===== src/sv/fenw_pkg.sv =====
package fenw_pkg;

	// Defaults for the top-level parameters
	localparam int MAX_SIDE_DEF  = 32;
	localparam int SUM_WIDTH_DEF = 48;

	// Fixed field widths
	localparam int COORD_W    = 5;
	localparam int DELTA_W    = 16;
	localparam int BOX_SUM_W  = 48;
	localparam int SIDE_LEN_W = 6;

	localparam logic [SIDE_LEN_W-1:0] SIDE_LEN_RST = 6'd32;

	// APB register map: word index is paddr[APB_ADDR_W-1]
	localparam int   APB_DATA_W   = 32;
	localparam int   APB_ADDR_W   = 3;
	localparam logic REG_SIDE_LEN = 1'b0;

	localparam logic MODE_UPDATE = 1'b0;
	localparam logic MODE_QUERY  = 1'b1;

	typedef enum logic [2:0] {
		ST_CLEAR,
		ST_IDLE,
		ST_START,
		ST_CORNER,
		ST_WALK,
		ST_DRAIN,
		ST_DONE
	} fenw_state_t;

	typedef struct packed {
		logic clear_start;
		logic clear_en;
		logic item_load;
		logic corner_load;
		logic corner_next;
		logic walk_step;
		logic result_load;
	} fenw_cmd_t;

	typedef struct packed {
		logic clear_last;
		logic item_err;
		logic corner_skip;
		logic corner_last;
		logic walk_last;
	} fenw_stat_t;

endpackage


===== src/sv/fenw_ctrl.sv =====
module fenw_ctrl (
	input  logic                 clk,
	input  logic                 arst_n,
	input  logic                 cfg_wr,
	input  logic                 item_valid,
	output logic                 item_ready,
	output logic                 result_valid,
	input  logic                 result_ready,
	input  fenw_pkg::fenw_stat_t stat,
	output fenw_pkg::fenw_cmd_t  cmd
);

	fenw_pkg::fenw_state_t state_q, state_nx;
	logic                  out_valid_q;
	logic                  out_free;
	logic                  accept;

	assign out_free = !out_valid_q || result_ready;
	assign accept   = item_valid && item_ready;

	always_comb begin
		state_nx = state_q;
		case (state_q)
			fenw_pkg::ST_CLEAR: begin
				if (stat.clear_last) state_nx = fenw_pkg::ST_IDLE;
			end
			fenw_pkg::ST_IDLE: begin
				if (item_valid) state_nx = fenw_pkg::ST_START;
			end
			fenw_pkg::ST_START: begin
				state_nx = stat.item_err ? fenw_pkg::ST_DONE : fenw_pkg::ST_CORNER;
			end
			fenw_pkg::ST_CORNER: begin
				if (!stat.corner_skip) begin
					state_nx = fenw_pkg::ST_WALK;
				end else if (stat.corner_last) begin
					state_nx = fenw_pkg::ST_DRAIN;
				end
			end
			fenw_pkg::ST_WALK: begin
				if (stat.walk_last) begin
					state_nx = stat.corner_last ? fenw_pkg::ST_DRAIN : fenw_pkg::ST_CORNER;
				end
			end
			fenw_pkg::ST_DRAIN: begin
				state_nx = fenw_pkg::ST_DONE;
			end
			fenw_pkg::ST_DONE: begin
				if (out_free) state_nx = fenw_pkg::ST_IDLE;
			end
			default: begin
				state_nx = fenw_pkg::ST_CLEAR;
			end
		endcase
		if (cfg_wr) state_nx = fenw_pkg::ST_CLEAR;
	end

	always_comb begin
		cmd             = '0;
		item_ready      = 1'b0;
		cmd.clear_start = cfg_wr;
		case (state_q)
			fenw_pkg::ST_CLEAR: begin
				cmd.clear_en = 1'b1;
			end
			fenw_pkg::ST_IDLE: begin
				item_ready    = 1'b1;
				cmd.item_load = item_valid;
			end
			fenw_pkg::ST_CORNER: begin
				cmd.corner_load = !stat.corner_skip;
				cmd.corner_next = stat.corner_skip && !stat.corner_last;
			end
			fenw_pkg::ST_WALK: begin
				cmd.walk_step   = 1'b1;
				cmd.corner_next = stat.walk_last && !stat.corner_last;
			end
			fenw_pkg::ST_DONE: begin
				cmd.result_load = out_free;
			end
			default: begin
				cmd.clear_en = 1'b0;
			end
		endcase
	end

	always_ff @(posedge clk or negedge arst_n) begin
		if (!arst_n) begin
			state_q     <= fenw_pkg::ST_CLEAR;
			out_valid_q <= 1'b0;
		end else begin
			state_q <= state_nx;
			if (cmd.result_load) begin
				out_valid_q <= 1'b1;
			end else if (result_ready) begin
				out_valid_q <= 1'b0;
			end
		end
	end

	assign result_valid = out_valid_q;

	a_load_into_free: assert property (@(posedge clk) disable iff (!arst_n)
		cmd.result_load |-> out_free)
		else $error("result loaded over an untaken result");

	a_valid_from_done: assert property (@(posedge clk) disable iff (!arst_n)
		$rose(out_valid_q) |-> $past(state_q == fenw_pkg::ST_DONE))
		else $error("result presented outside the done state");

	a_accept_starts: assert property (@(posedge clk) disable iff (!arst_n)
		(accept && !cfg_wr) |=> (state_q == fenw_pkg::ST_START))
		else $error("accepted item did not start");

endmodule


===== config.mk =====
export PLATFORM = sky130hd
export DESIGN_NAME = fenw_ctrl
export DESIGN_NICKNAME = d
export VERILOG_FILES = /design/src/sv/fenw_pkg.sv /design/src/sv/fenw_ctrl.sv
export SDC_FILE = /design/constraint.sdc
export NUM_CORES = 1
export LEC_CHECK = 0
export BUFFER_PORTS_ARGS = -buffer_cell sky130_fd_sc_hd__buf_2
export CAP_MARGIN = 5
export CORE_AREA = 2 2 39 41
export DETAILED_ROUTE_END_ITERATION = 8
export DIE_AREA = 0 0 41 43
export MAX_ROUTING_LAYER = met4
export PLACE_DENSITY_LB_ADDON = 0.3
export REMOVE_ABC_BUFFERS = 1
export SLEW_MARGIN = 30
export SYNTH_ARGS = -nofsm -noshare
export SYNTH_HDL_FRONTEND = slang
export SYNTH_SLANG_ARGS = --single-unit

===== constraint.sdc =====
create_clock -name clk -period 1.55 [get_ports clk]
set_input_delay 0.0775 -clock clk [delete_from_list [all_inputs] [get_ports clk]]
set_output_delay 0.0775 -clock clk [all_outputs]
set_load 0.01 [all_outputs]

==> results.md <==
* Via count at 398
* Num ports at 19
* Fin crit share at 0.9339
* Max Buffers Root-to-Sink at 2
* CP Max Fanout at 4
* H-Tree Depth at 1
* Pwr dens at 1160 mW/mm^2
* Global route overflow at 0
* Largest net degree at the start of global routing at 11
* Core region area at 0.001384 mm^2
* Area Growth Syn to Fin at 39.66%
* Min cycle time layout at between 1 and 1.5 ns
* Buf/Inv on CP at 1
* Setup TNS at 0 ns
* Sequential share of the synthesized area at 0.2712
* Final ANT Viol Nets at 0
* CTS tree: done
* Port bufs at 18
* Max-cap violations at 0
* Flops & latches, synth at 4
* Layout cells sized above 1 at 0.4706
* Area of the mapped netlist at 369.1 um^2
* Largest family of logic cells by synthesized area: simple AND/OR/NAND/NOR gates
* Post-synthesis cell type count at 29
* Reg-to-reg startpoint: state_q[2]
* Worst Hold Class: in2reg
* Comb power frac at 0.533
* Final Skew at approximately 0.0015 ns
* Worst setup SP type: register
* Post-Layout Cell Count at between 80 and 90
* Nets at 80
* CTS Buf Count at 3
* Syn Area/Cell at between 8 and 9 um^2
* Hold slack at 0.05667 ns
* Final Max Slew Viols at 0
* F_max at 0.6908 GHz
* Switching share of total power at 0.3805
* 1st-iter DRT viols at 10
* CP cell instances: and2b_2 -> and3_1 -> a31oi_1 -> nor2_1 -> buf_2
* Highest ir drop seen on vdd at 0.0003610 V
* P_int at 370.3 uW
* Antenna violations before repair at 0
* Drt first pass iters at 4
* Placed Cells at 78
* Worst Setup SP: state_q[2]
* RSZ-0062 raised after global routing: false
* Worst EP required at 1.47 ns
* Row count at 14
* Clock sink total at 4
* Multiplexer share of the synthesized area at 0.02712
* Synth Area in Compound Gates at 0.2305
* WP data arrival at 1.37 ns
* Antenna diode count at 0
* Clock Root Buffer: clkbuf_4
* Clock slew at the register clock pins of the worst setup and hold paths at 0.04 ns
* Hold Vio Cnt, Final at 0
* Slew @ Worst Pin at roughly 0.19 ns
* GRT Overall Usage at 0.1192
* Synth Area in Adders at 0
* Die area at 0.001763 mm^2
* Crit. End Element: output pin
* DRC Markers at 0
* CP max stage delay at 0.36 ns
* Post-synthesis xor/xnor area fraction at 0
* Rel. slew slack at 0.8693
* Vias in the first global route at about 330
* Post-detail-place hpwl at 687.6 um
* Chip Width at 41 um
* Status: finished, final reports clean
* First-pass GRT wire length at 1.352 mm
* Clock power share at 0.209
* Final setup fails at 0
* Psw at about 230 uW
* Chip height at ~43 um
* Min-delay src: cfg_wr
* Effective utilization at floorplan at 0.2667
* Static Leak at 0.2688 nW
* Total wire length at ~850 um
* Post-Synth Simple-Gate Area at 0.3559
* Avg WL per Cell at 10.13 um
* Register share of total power at 0.258
* Via density at approximately 4.7
* Clock latency on the worst-skew pair at roughly 0.23 ns
* CP Class: reg2out
* Gp weighted congestion at 0.7623
* Top delay family on crit path: simple AND/OR/NAND/NOR gates
* Cells after synthesis at 45
* Filler cells at 147
* Syn. warnings at 0
* CP max-delay cell: dfrtp_1
-- cells in the mapped netlist --
library cell / number / area share
dfrtp_1: 4 / 0.27
nand3_1: 1 / 0.014
buf_4: 1 / 0.020
and2b_2: 1 / 0.024
or2b_4: 1 / 0.031
o22ai_1: 1 / 0.017
and2b_1: 2 / 0.041
a21oi_1: 3 / 0.041
and3_1: 1 / 0.017
a31oi_1: 2 / 0.034
nand2b_2: 1 / 0.024
nor2_1: 5 / 0.051
nand3b_1: 1 / 0.020
o21ai_2: 1 / 0.024
a32o_1: 1 / 0.027
nor3_1: 3 / 0.041
nor2b_1: 1 / 0.017
and3b_1: 1 / 0.024
buf_6: 2 / 0.061
buf_2: 1 / 0.014
mux2i_1: 1 / 0.027
nand2_1: 2 / 0.020
a2bb2oi_2: 1 / 0.041
o21ai_0: 1 / 0.014
o211ai_1: 1 / 0.020
inv_1: 2 / 0.020
and2_1: 1 / 0.017
nand2b_1: 1 / 0.017
o21ai_1: 1 / 0.014
-- layout make-up --
cell class / count / area, um^2 / area share
inverter: 2 / 7.507 / 0.01456
tap: 16 / 20.02 / 0.03883
timing repair buffer: 24 / 137.6 / 0.2670
multi-input combinational: 35 / 226.5 / 0.4393
sequential: 4 / 101.3 / 0.1966
clock buffer: 3 / 22.52 / 0.04369
-- kinds of logic (layout without fill, tap and decap cells) --
family / Yosys count / in the layout
AO/OA/AOI/OAI: 12 / 12
buffers and inverters: 6 / 29
flip-flops: 4 / 4
multiplexers: 1 / 1
AND/OR/NAND/NOR: 22 / 22
-- cells in the final DEF (no fill, tap or decap) --
master and n:
o211ai_1 1, buf_2 18, nor2_1 5, mux2i_1 1, buf_4 5, and3_1 1
o22ai_1 1, a32o_1 1, dlygate4sd3_1 1, and2b_2 1, a31oi_1 2, o21ai_0 1
nor3_1 3, nand2_1 2, nand2b_2 1, o21ai_2 1, a2bb2oi_2 1, a21oi_1 3
and2b_1 2, or2b_4 1, nor2b_1 1, nand3_1 1, dfrtp_1 3, inv_1 2
o21ai_1 1, and3b_1 1, dfrtp_2 1, nand2b_1 1, nand3b_1 1, clkbuf_4 3
and2_1 1
-- layer usage --
layer / GRT usage / wire length [um] / up-vias
met5: - / 0 / -
met4: 0.06000 / 0 / 0
met3: 0.04712 / 69 / 0
met2: 0.1688 / 393 / 17
met1: 0.1414 / 388 / 177
li1: - / - / 204
-- registers in the layout (all words and copies together) (netlist names) --
name,cells
state_q,3
result_valid,1
-- worst reg2reg max path, delay by kind of cell, from the launching register on --
| family | cells | cell delay [ns] |
|---|---|---|
| AOI/OAI and AO/OA | 3 | 0.57 |
| buffers and inverters | 1 | 0.15 |
| and+or+nand+nor | 1 | 0.13 |
| DFF | 1 | 0.39 |
-- worst paths after layout --
check | to | slack [ns] | cells past startpoint
worst min register to register | result_valid | 0.67 | 2
min in group asynchronous | result_valid | 0.19 | 2
worst max register to register | state_q[1] | 0.19 | 5
max in group asynchronous | state_q[1] | 1.23 | 2
worst min-delay path | state_q[0] | 0.06 | 2
worst max-delay path | cmd[2] | 0.10 | 5
-- power by group through the flow --
stage,clock [mW],combinational [mW],sequential [mW]
finish,0.125,0.319,0.154
global route,0.146,0.358,0.159
floorplan,0,0.166,0.170
global placement,0,0.295,0.157
CTS,0.131,0.300,0.157
detailed placement,0,0.297,0.158
-- stage by stage --
step | total power [mW] | setup slack, ns | cell area, um^2 | util
6_report | 0.5977 | 0.1024 | 515.5 | 0.3725
5_1_grt | 0.6632 | 0.01186 | 515.5 | 0.3725
4_1_cts | 0.5880 | 0.03148 | 499.2 | 0.3608
3_5_place_dp | 0.4554 | 0.2237 | 466.7 | 0.3373
3_3_place_gp | 0.4520 | 0.2736 | 466.7 | 0.3373
2_1_floorplan | 0.3356 | 0.2765 | 334.1 | -
-- what timing repair did --
| item | CTS | global route |
|---|---|---|
| gates resized for setup | 0 | 1 |
| hold buffers | 1 | 0 |
| buffers inserted | 0 | 2 |
| setup endpoints to repair | 0 | 1 |
| endpoints found under the hold margin | 4 | 0 |
No activity file was read; power rests on OpenSTA's default activity.
