--- src/sv/fenw_pkg.sv ---
package fenw_pkg;

	// Defaults for the top-level parameters
	localparam int MAX_SIDE_DEF  = 32;
	localparam int SUM_WIDTH_DEF = 48;

	// Fixed field widths
	localparam int COORD_W    = 5;
	localparam int DELTA_W    = 16;
	localparam int BOX_SUM_W  = 48;
	localparam int SIDE_LEN_W = 6;

	localparam logic [SIDE_LEN_W-1:0] SIDE_LEN_RST = 6'd32;

	// APB register map: word index is paddr[APB_ADDR_W-1]
	localparam int   APB_DATA_W   = 32;
	localparam int   APB_ADDR_W   = 3;
	localparam logic REG_SIDE_LEN = 1'b0;

	localparam logic MODE_UPDATE = 1'b0;
	localparam logic MODE_QUERY  = 1'b1;

	typedef enum logic [2:0] {
		ST_CLEAR,
		ST_IDLE,
		ST_START,
		ST_CORNER,
		ST_WALK,
		ST_DRAIN,
		ST_DONE
	} fenw_state_t;

	typedef struct packed {
		logic clear_start;
		logic clear_en;
		logic item_load;
		logic corner_load;
		logic corner_next;
		logic walk_step;
		logic result_load;
	} fenw_cmd_t;

	typedef struct packed {
		logic clear_last;
		logic item_err;
		logic corner_skip;
		logic corner_last;
		logic walk_last;
	} fenw_stat_t;

endpackage

--- src/sv/fenw_regs.sv ---
module fenw_regs (
	input  logic                                clk,
	input  logic                                arst_n,
	input  logic                                psel,
	input  logic                                penable,
	input  logic                                pwrite,
	input  logic [fenw_pkg::APB_ADDR_W-1:0]     paddr,
	input  logic [fenw_pkg::APB_DATA_W-1:0]     pwdata,
	output logic [fenw_pkg::APB_DATA_W-1:0]     prdata,
	output logic                                pready,
	output logic [fenw_pkg::SIDE_LEN_W-1:0]     side_len,
	output logic                                cfg_wr
);

	logic                              hit;
	logic [fenw_pkg::SIDE_LEN_W-1:0]   side_len_q;

	assign hit    = (paddr[fenw_pkg::APB_ADDR_W-1] == fenw_pkg::REG_SIDE_LEN);
	assign pready = 1'b1;
	assign cfg_wr = psel && penable && pwrite && hit;

	always_ff @(posedge clk or negedge arst_n) begin
		if (!arst_n) begin
			side_len_q <= fenw_pkg::SIDE_LEN_RST;
		end else if (cfg_wr) begin
			side_len_q <= pwdata[fenw_pkg::SIDE_LEN_W-1:0];
		end
	end

	assign side_len = side_len_q;
	assign prdata   = hit ? {{(fenw_pkg::APB_DATA_W-fenw_pkg::SIDE_LEN_W){1'b0}}, side_len_q}
	                      : '0;

endmodule

--- config.mk ---
export PLATFORM = sky130hd
export DESIGN_NAME = fenw_regs
export DESIGN_NICKNAME = d
export VERILOG_FILES = /design/src/sv/fenw_pkg.sv /design/src/sv/fenw_regs.sv
export SDC_FILE = /design/constraint.sdc
export NUM_CORES = 1
export LEC_CHECK = 0
export BUFFER_PORTS_ARGS = -buffer_cell sky130_fd_sc_hd__buf_2
export CAP_MARGIN = 10
export CORE_UTILIZATION = 28
export DETAILED_ROUTE_END_ITERATION = 10
export PLACE_DENSITY = 0.82
export SETUP_SLACK_MARGIN = 0.15
export SYNTH_ARGS = -nofsm -noshare
export SYNTH_HDL_FRONTEND = slang
export SYNTH_SLANG_ARGS = --single-unit
--- constraint.sdc ---
create_clock -name clk -period 1 [get_ports clk]
set_input_delay 0.1 -clock clk [delete_from_list [all_inputs] [get_ports clk]]
set_output_delay 0.1 -clock clk [all_outputs]
set_load 0.005 [all_outputs]
==> impl_metrics.tcl, run 1 <==
set metrics [dict create \
    synth-xor-area-share_pct 0 \
    setup_violations 6 \
    p_total_w 0.000884 \
    min_delay_path_depth 2 \
    end_kind "output port" \
    muxShareOfSynthArea_pct 13.3 \
    ir_drop_mv 0.633 \
    core_area_um2 1710 \
    dp_cells 96 \
    fin_skew_ns 0 \
    place_ws_ns 0.0832 \
    min_period_ns 1.11 \
    final_max_slew_viol_count 0 \
    cp.arrival_ns 1.01 \
    numPortBuffers 24 \
    drt-total-wl_um 773 \
    cts_tree "yes" \
    hold_class "input pin to register" \
    synthAdderAreaFrac_pct 0 \
    worstPathMaxFanout 3 \
    drt_iter0_markers 1 \
    rr_startpoint "side_len[0]" \
    fp-row-count 15 \
    max-cap-violations 0 \
    timing.rr.end "side_len[0]" \
    htreeDepth 1 \
    area_growth_pct 20.9 \
    synth_cells 49 \
    rrSetupSlack_ns 0.12 \
    r2r_cells 2 \
    wl_per_cell_um 7.58 \
    p_leak_nw 0.377 \
    cts_max_path_buffers 2 \
    start_util_pct 29.8 \
    power_density_nw_per_um2 1440 \
    via_per_inst 3.41 \
    finalCritPeriodShare_pct 111 \
    gp_congestion 0.708 \
    grt_pass1_vias 299 \
    worstSetupPathType "register to output port" \
    crit_required_ns 0.90 \
    fmax_mhz 903 \
    firstDrtPassIters 2 \
    drive_gt1_share_pct 54.5 \
    die-area_um2 1990 \
    dpl.hpwl_um 623 \
    synth_seq_area_share_pct 29.7 \
    synthDistinctLibCells 8 \
    ys_warn_count 0 \
    drc 0 \
    status "finished with violations" \
    fp.dieW_um 44.6 \
    violations "setup timing" \
    hold_violations 0 \
    worst_setup_path_start_kind "register" \
    placedInstanceArea_um2 552 \
    grt_max_degree 8 \
    io_pins 80 \
    synth_area_per_cell_um2 10.4 \
    grt_setup_unrepaired "true" \
    grt_pass1_wl_um 1190 \
    timing.final.ws_setup_ns -0.107 \
    cts_root_buf "clkbuf_4" \
    clk_pin_slew_ns 0.05 \
    layout.cells.most_common "conb_1" \
    clock-sinks 6 \
    largest_reg_flops 6 \
    synth-simple-area-share_pct 15.0 \
    via_count 348 \
    fp.dieH_um 44.6 \
    fin_nets 118 \
    hp-start "pwdata[2]" \
    whs_ns 0.0771 \
    postRouteAntennaNets 0 \
    fin_cells 102 \
    grt_util_all_layers_pct 8.75 \
    diodes 0 \
    synth-compound-area-share_pct 0 \
    layout_common_cells "conb_1, buf_2, and2b_2" \
    hold_path_end "side_len[2]" \
    grt_antenna_before_repair 0 \
    overflow 0 \
    finalInstanceArea_um2 616 \
    insertion_delay_ns 0.25 \
    synth_area_um2 509 \
    synth_top_family_by_area "buffers and inverters" \
    yosys_register_bits 6 \
    cts_buffers 3 \
]
## routing by layer
layer	GRT usage (%)	vias up	wire length (um)	share of wire [%]
met5	0	-	0	0
met4	10.9	0	30	3.9
met3	1.63	3	112	14
met2	14.4	41	362	47
met1	8.19	151	267	35
li1	-	153	-	-
## cell usage after synthesis
cell | number | area (um2)
buf_4 | 27 | 203
and2b_2 | 6 | 52.6
mux2_2 | 6 | 67.6
dfrtp_1 | 5 | 125
conb_1 | 2 | 7.51
dfstp_2 | 1 | 26.3
inv_1 | 1 | 3.75
nand4b_4 | 1 | 23.8
## power breakdown
group,leakage [nW],switching [W],internal (W),total (W)
clock,0.0150,0.0000998,0.000152,0.000252
sequential,0.0705,0.0000387,0.000304,0.000343
combinational,0.292,0.000112,0.000177,0.000289
total,0.377,0.000251,0.000633,0.000884
## worst max path at each step
stage	start	slack, ns	cells past startpoint	to
2_1_floorplan	side_len[5]	0.24	1	prdata[5]
3_3_place_gp	paddr[2]	0.12	3	side_len[4]
3_5_place_dp	paddr[2]	0.08	3	side_len[0]
4_1_cts	side_len[5]	-0.12	2	prdata[5]
5_1_grt	side_len[5]	-0.13	2	prdata[5]
6_report	side_len[5]	-0.11	2	prdata[5]
## area by class of cell
type	count	area, um2
tap	25	31.3
multi-input combinational	40	249
clock buffer	4	26.3
fill	164	1090
sequential	6	151
timing repair buffer	26	154
inverter	1	3.75
## worst max-delay path, stage by stage (launching register included)
cell	delay [ns]
dfstp_2	0.52
and2b_2	0.13
buf_2	0.10
## repair_timing
item | in CTS | in global routing
gates cloned | 0 | 0
gates resized for setup | 3 | 1
hold buffers | 1 | 0
setup buffers | 1 | 0
hold endpoints to repair | 6 | 0
endpoints found under the setup margin | 12 | 13
## cell families after synthesis
group                  Yosys count
AND/OR/NAND/NOR                  7
multiplexers                     6
other                            2
flip-flops                       6
buffers and inverters           28
## metrics by stage
| stage | util [%] | TNS (ns) |
|---|---|---|
| final | 36.0 | -0.377 |
| after global routing | 36.0 | -0.545 |
| after CTS | 35.7 | -0.436 |
| after detailed placement | 32.3 | 0 |
| after global placement | 32.3 | 0 |
| after floorplan | - | 0 |
Power figures use the tool's default switching activity.
==> run 2, diff against run 1 <==
- CORE_MARGIN: default -> 10
==> run 2 against run 1 <==
Net effect:
- the flow still finishes with violations (setup timing)
- wire length is 90% higher
- register-to-register slack about the same
- critical path depth unchanged
- cell area rose by 22%
- power rose by 25%
- final cell count up 5.9%
- combinational power increased by 83%
- critical endpoint unchanged
==> impl_metrics.tcl, run 2 (synthesis results as in run 1) <==
set metrics [dict create \
    insertion_delay_ns 0.23 \
    core_area_um2 1730 \
    clk_pin_slew_ns 0.05 \
    cts_max_path_buffers 2 \
    fin_skew_ns 0 \
    overflow 0 \
    largest_reg_flops 6 \
    grt_max_degree 8 \
    gp_congestion 0.605 \
    slowest_stage "dfstp_2" \
    final_max_slew_viol_count 0 \
    grt_pass1_vias 425 \
    drt-total-wl_um 1470 \
    setup_violations 7 \
    timing.final.ws_setup_ns -0.0826 \
    grt_util_met1_pct 4.74 \
    crit_required_ns 0.90 \
    slowest_delay_ns 0.52 \
    cts_buffers 3 \
    drt_iter0_markers 5 \
    htreeDepth 1 \
    whs_ns 0.0893 \
    p_leak_nw 0.450 \
    r2r_cells 2 \
    cts_root_buf "clkbuf_4" \
    via_count 373 \
    cp.arrival_ns 0.98 \
    worst_setup_path_start_kind "register" \
    fp.dieW_um 62.6 \
    power_density_nw_per_um2 1470 \
    postRouteAntennaNets 0 \
    fp.dieH_um 62.6 \
    ir_drop_mv 0.436 \
    rr_startpoint "side_len[4]" \
    hold_path_end "side_len[1]" \
    numPortBuffers 24 \
    hold_class "input pin to register" \
    status "finished with violations" \
    max-cap-violations 0 \
    min_delay_path_depth 2 \
    die-area_um2 3920 \
    rrSetupSlack_ns 0.12 \
    start_util_pct 29.5 \
    hp-start "pwdata[1]" \
    cp_top_family "flip-flops" \
    firstDrtPassIters 2 \
    crit_buf_inv 1 \
    end_kind "output port" \
    drive_gt1_share_pct 57.8 \
    timing.rr.end "side_len[4]" \
    grtUsageMet3_pct 5.73 \
    clock-sinks 6 \
    io_pins 80 \
    diodes 0 \
    crit_chain "and2b_2 -> buf_6" \
    area_growth_pct 47.4 \
    fin_nets 124 \
    grt_antenna_before_repair 0 \
    finalCritPeriodShare_pct 108 \
    layout.cells.most_common "conb_1" \
    use_met2_pct 12.8 \
    cts_tree "yes" \
    violations "setup timing" \
    fp-row-count 15 \
    grt_setup_unrepaired "true" \
    grt_pass1_wl_um 2130 \
    via_per_inst 3.45 \
    drc 0 \
    worstPathMaxFanout 2 \
    worstSetupPathType "register to output port" \
    p_total_w 0.00111 \
    layout_common_cells "conb_1, buf_6, buf_2" \
    min_period_ns 1.08 \
    grt_util_all_layers_pct 6.71 \
    hold_violations 0 \
    grt.busiest_layer "met2" \
    wl_per_cell_um 13.6 \
    fmax_mhz 924 \
]
[run 2: cell types whose count changed in the layout (fill, tap and decap cells not counted)]
cell / previous run / this run
buf_2: 22 / 13
mux2_2: 5 / 0
mux2_4: 1 / 6
buf_4: 0 / 2
buf_6: 3 / 16
[run 2: per-stage QoR]
stage	instances	setup WS, ns	utilization, %	setup TNS (ns)	cell area (um2)
final	108	-0.0826	43.5	-0.325	751
after global routing	108	-0.110	43.5	-0.524	751
after CTS	108	-0.0844	41.3	-0.267	713
after detailed placement	97	0.119	32.4	0	559
after global placement	97	0.132	32.4	0	559
after floorplan	74	0.243	-	0	603
[run 2: worst register-to-register path, cell delays in order (launching register included)]
cell and delay, ns:
dfrtp_1 0.39, buf_6 0.13, mux2_4 0.25
[run 2: power breakdown]
group | internal [W] | switching [W] | total [W]
clock network | 0.000151 | 0.0000869 | 0.000238
logic | 0.000355 | 0.000174 | 0.000530
registers | 0.000304 | 0.0000347 | 0.000339
[run 2: how the worst max path moves through the flow]
| stage | to | from | slack [ns] | cells after the start |
|---|---|---|---|---|
| finish | prdata[5] | side_len[5] | -0.08 | 2 |
| global route | prdata[5] | side_len[5] | -0.11 | 2 |
| CTS | prdata[5] | side_len[5] | -0.08 | 2 |
| detailed placement | side_len[4] | paddr[2] | 0.12 | 3 |
| global placement | side_len[4] | paddr[2] | 0.13 | 3 |
| floorplan | prdata[5] | side_len[5] | 0.24 | 1 |
[run 2: repair_timing]
action	CTS	global route
endpoints found under the setup margin	10	18
gates resized for setup	14	8
hold endpoints to repair	6	0
hold buffers	1	0
buffers inserted	6	0
[run 2: routing by layer]
layer,wire length (um),vias to the layer above
li1,-,167
met1,434,175
met2,807,31
met3,229,0
met4,0,0
met5,0,-
[run 2: cell type report]
type | count | area, um2
clock buffer | 4 | 26.3
inverter | 1 | 3.75
sequential | 6 | 151
multi-input combinational | 40 | 268
tap | 25 | 31.3
timing repair buffer | 32 | 270
fill | 176 | 976
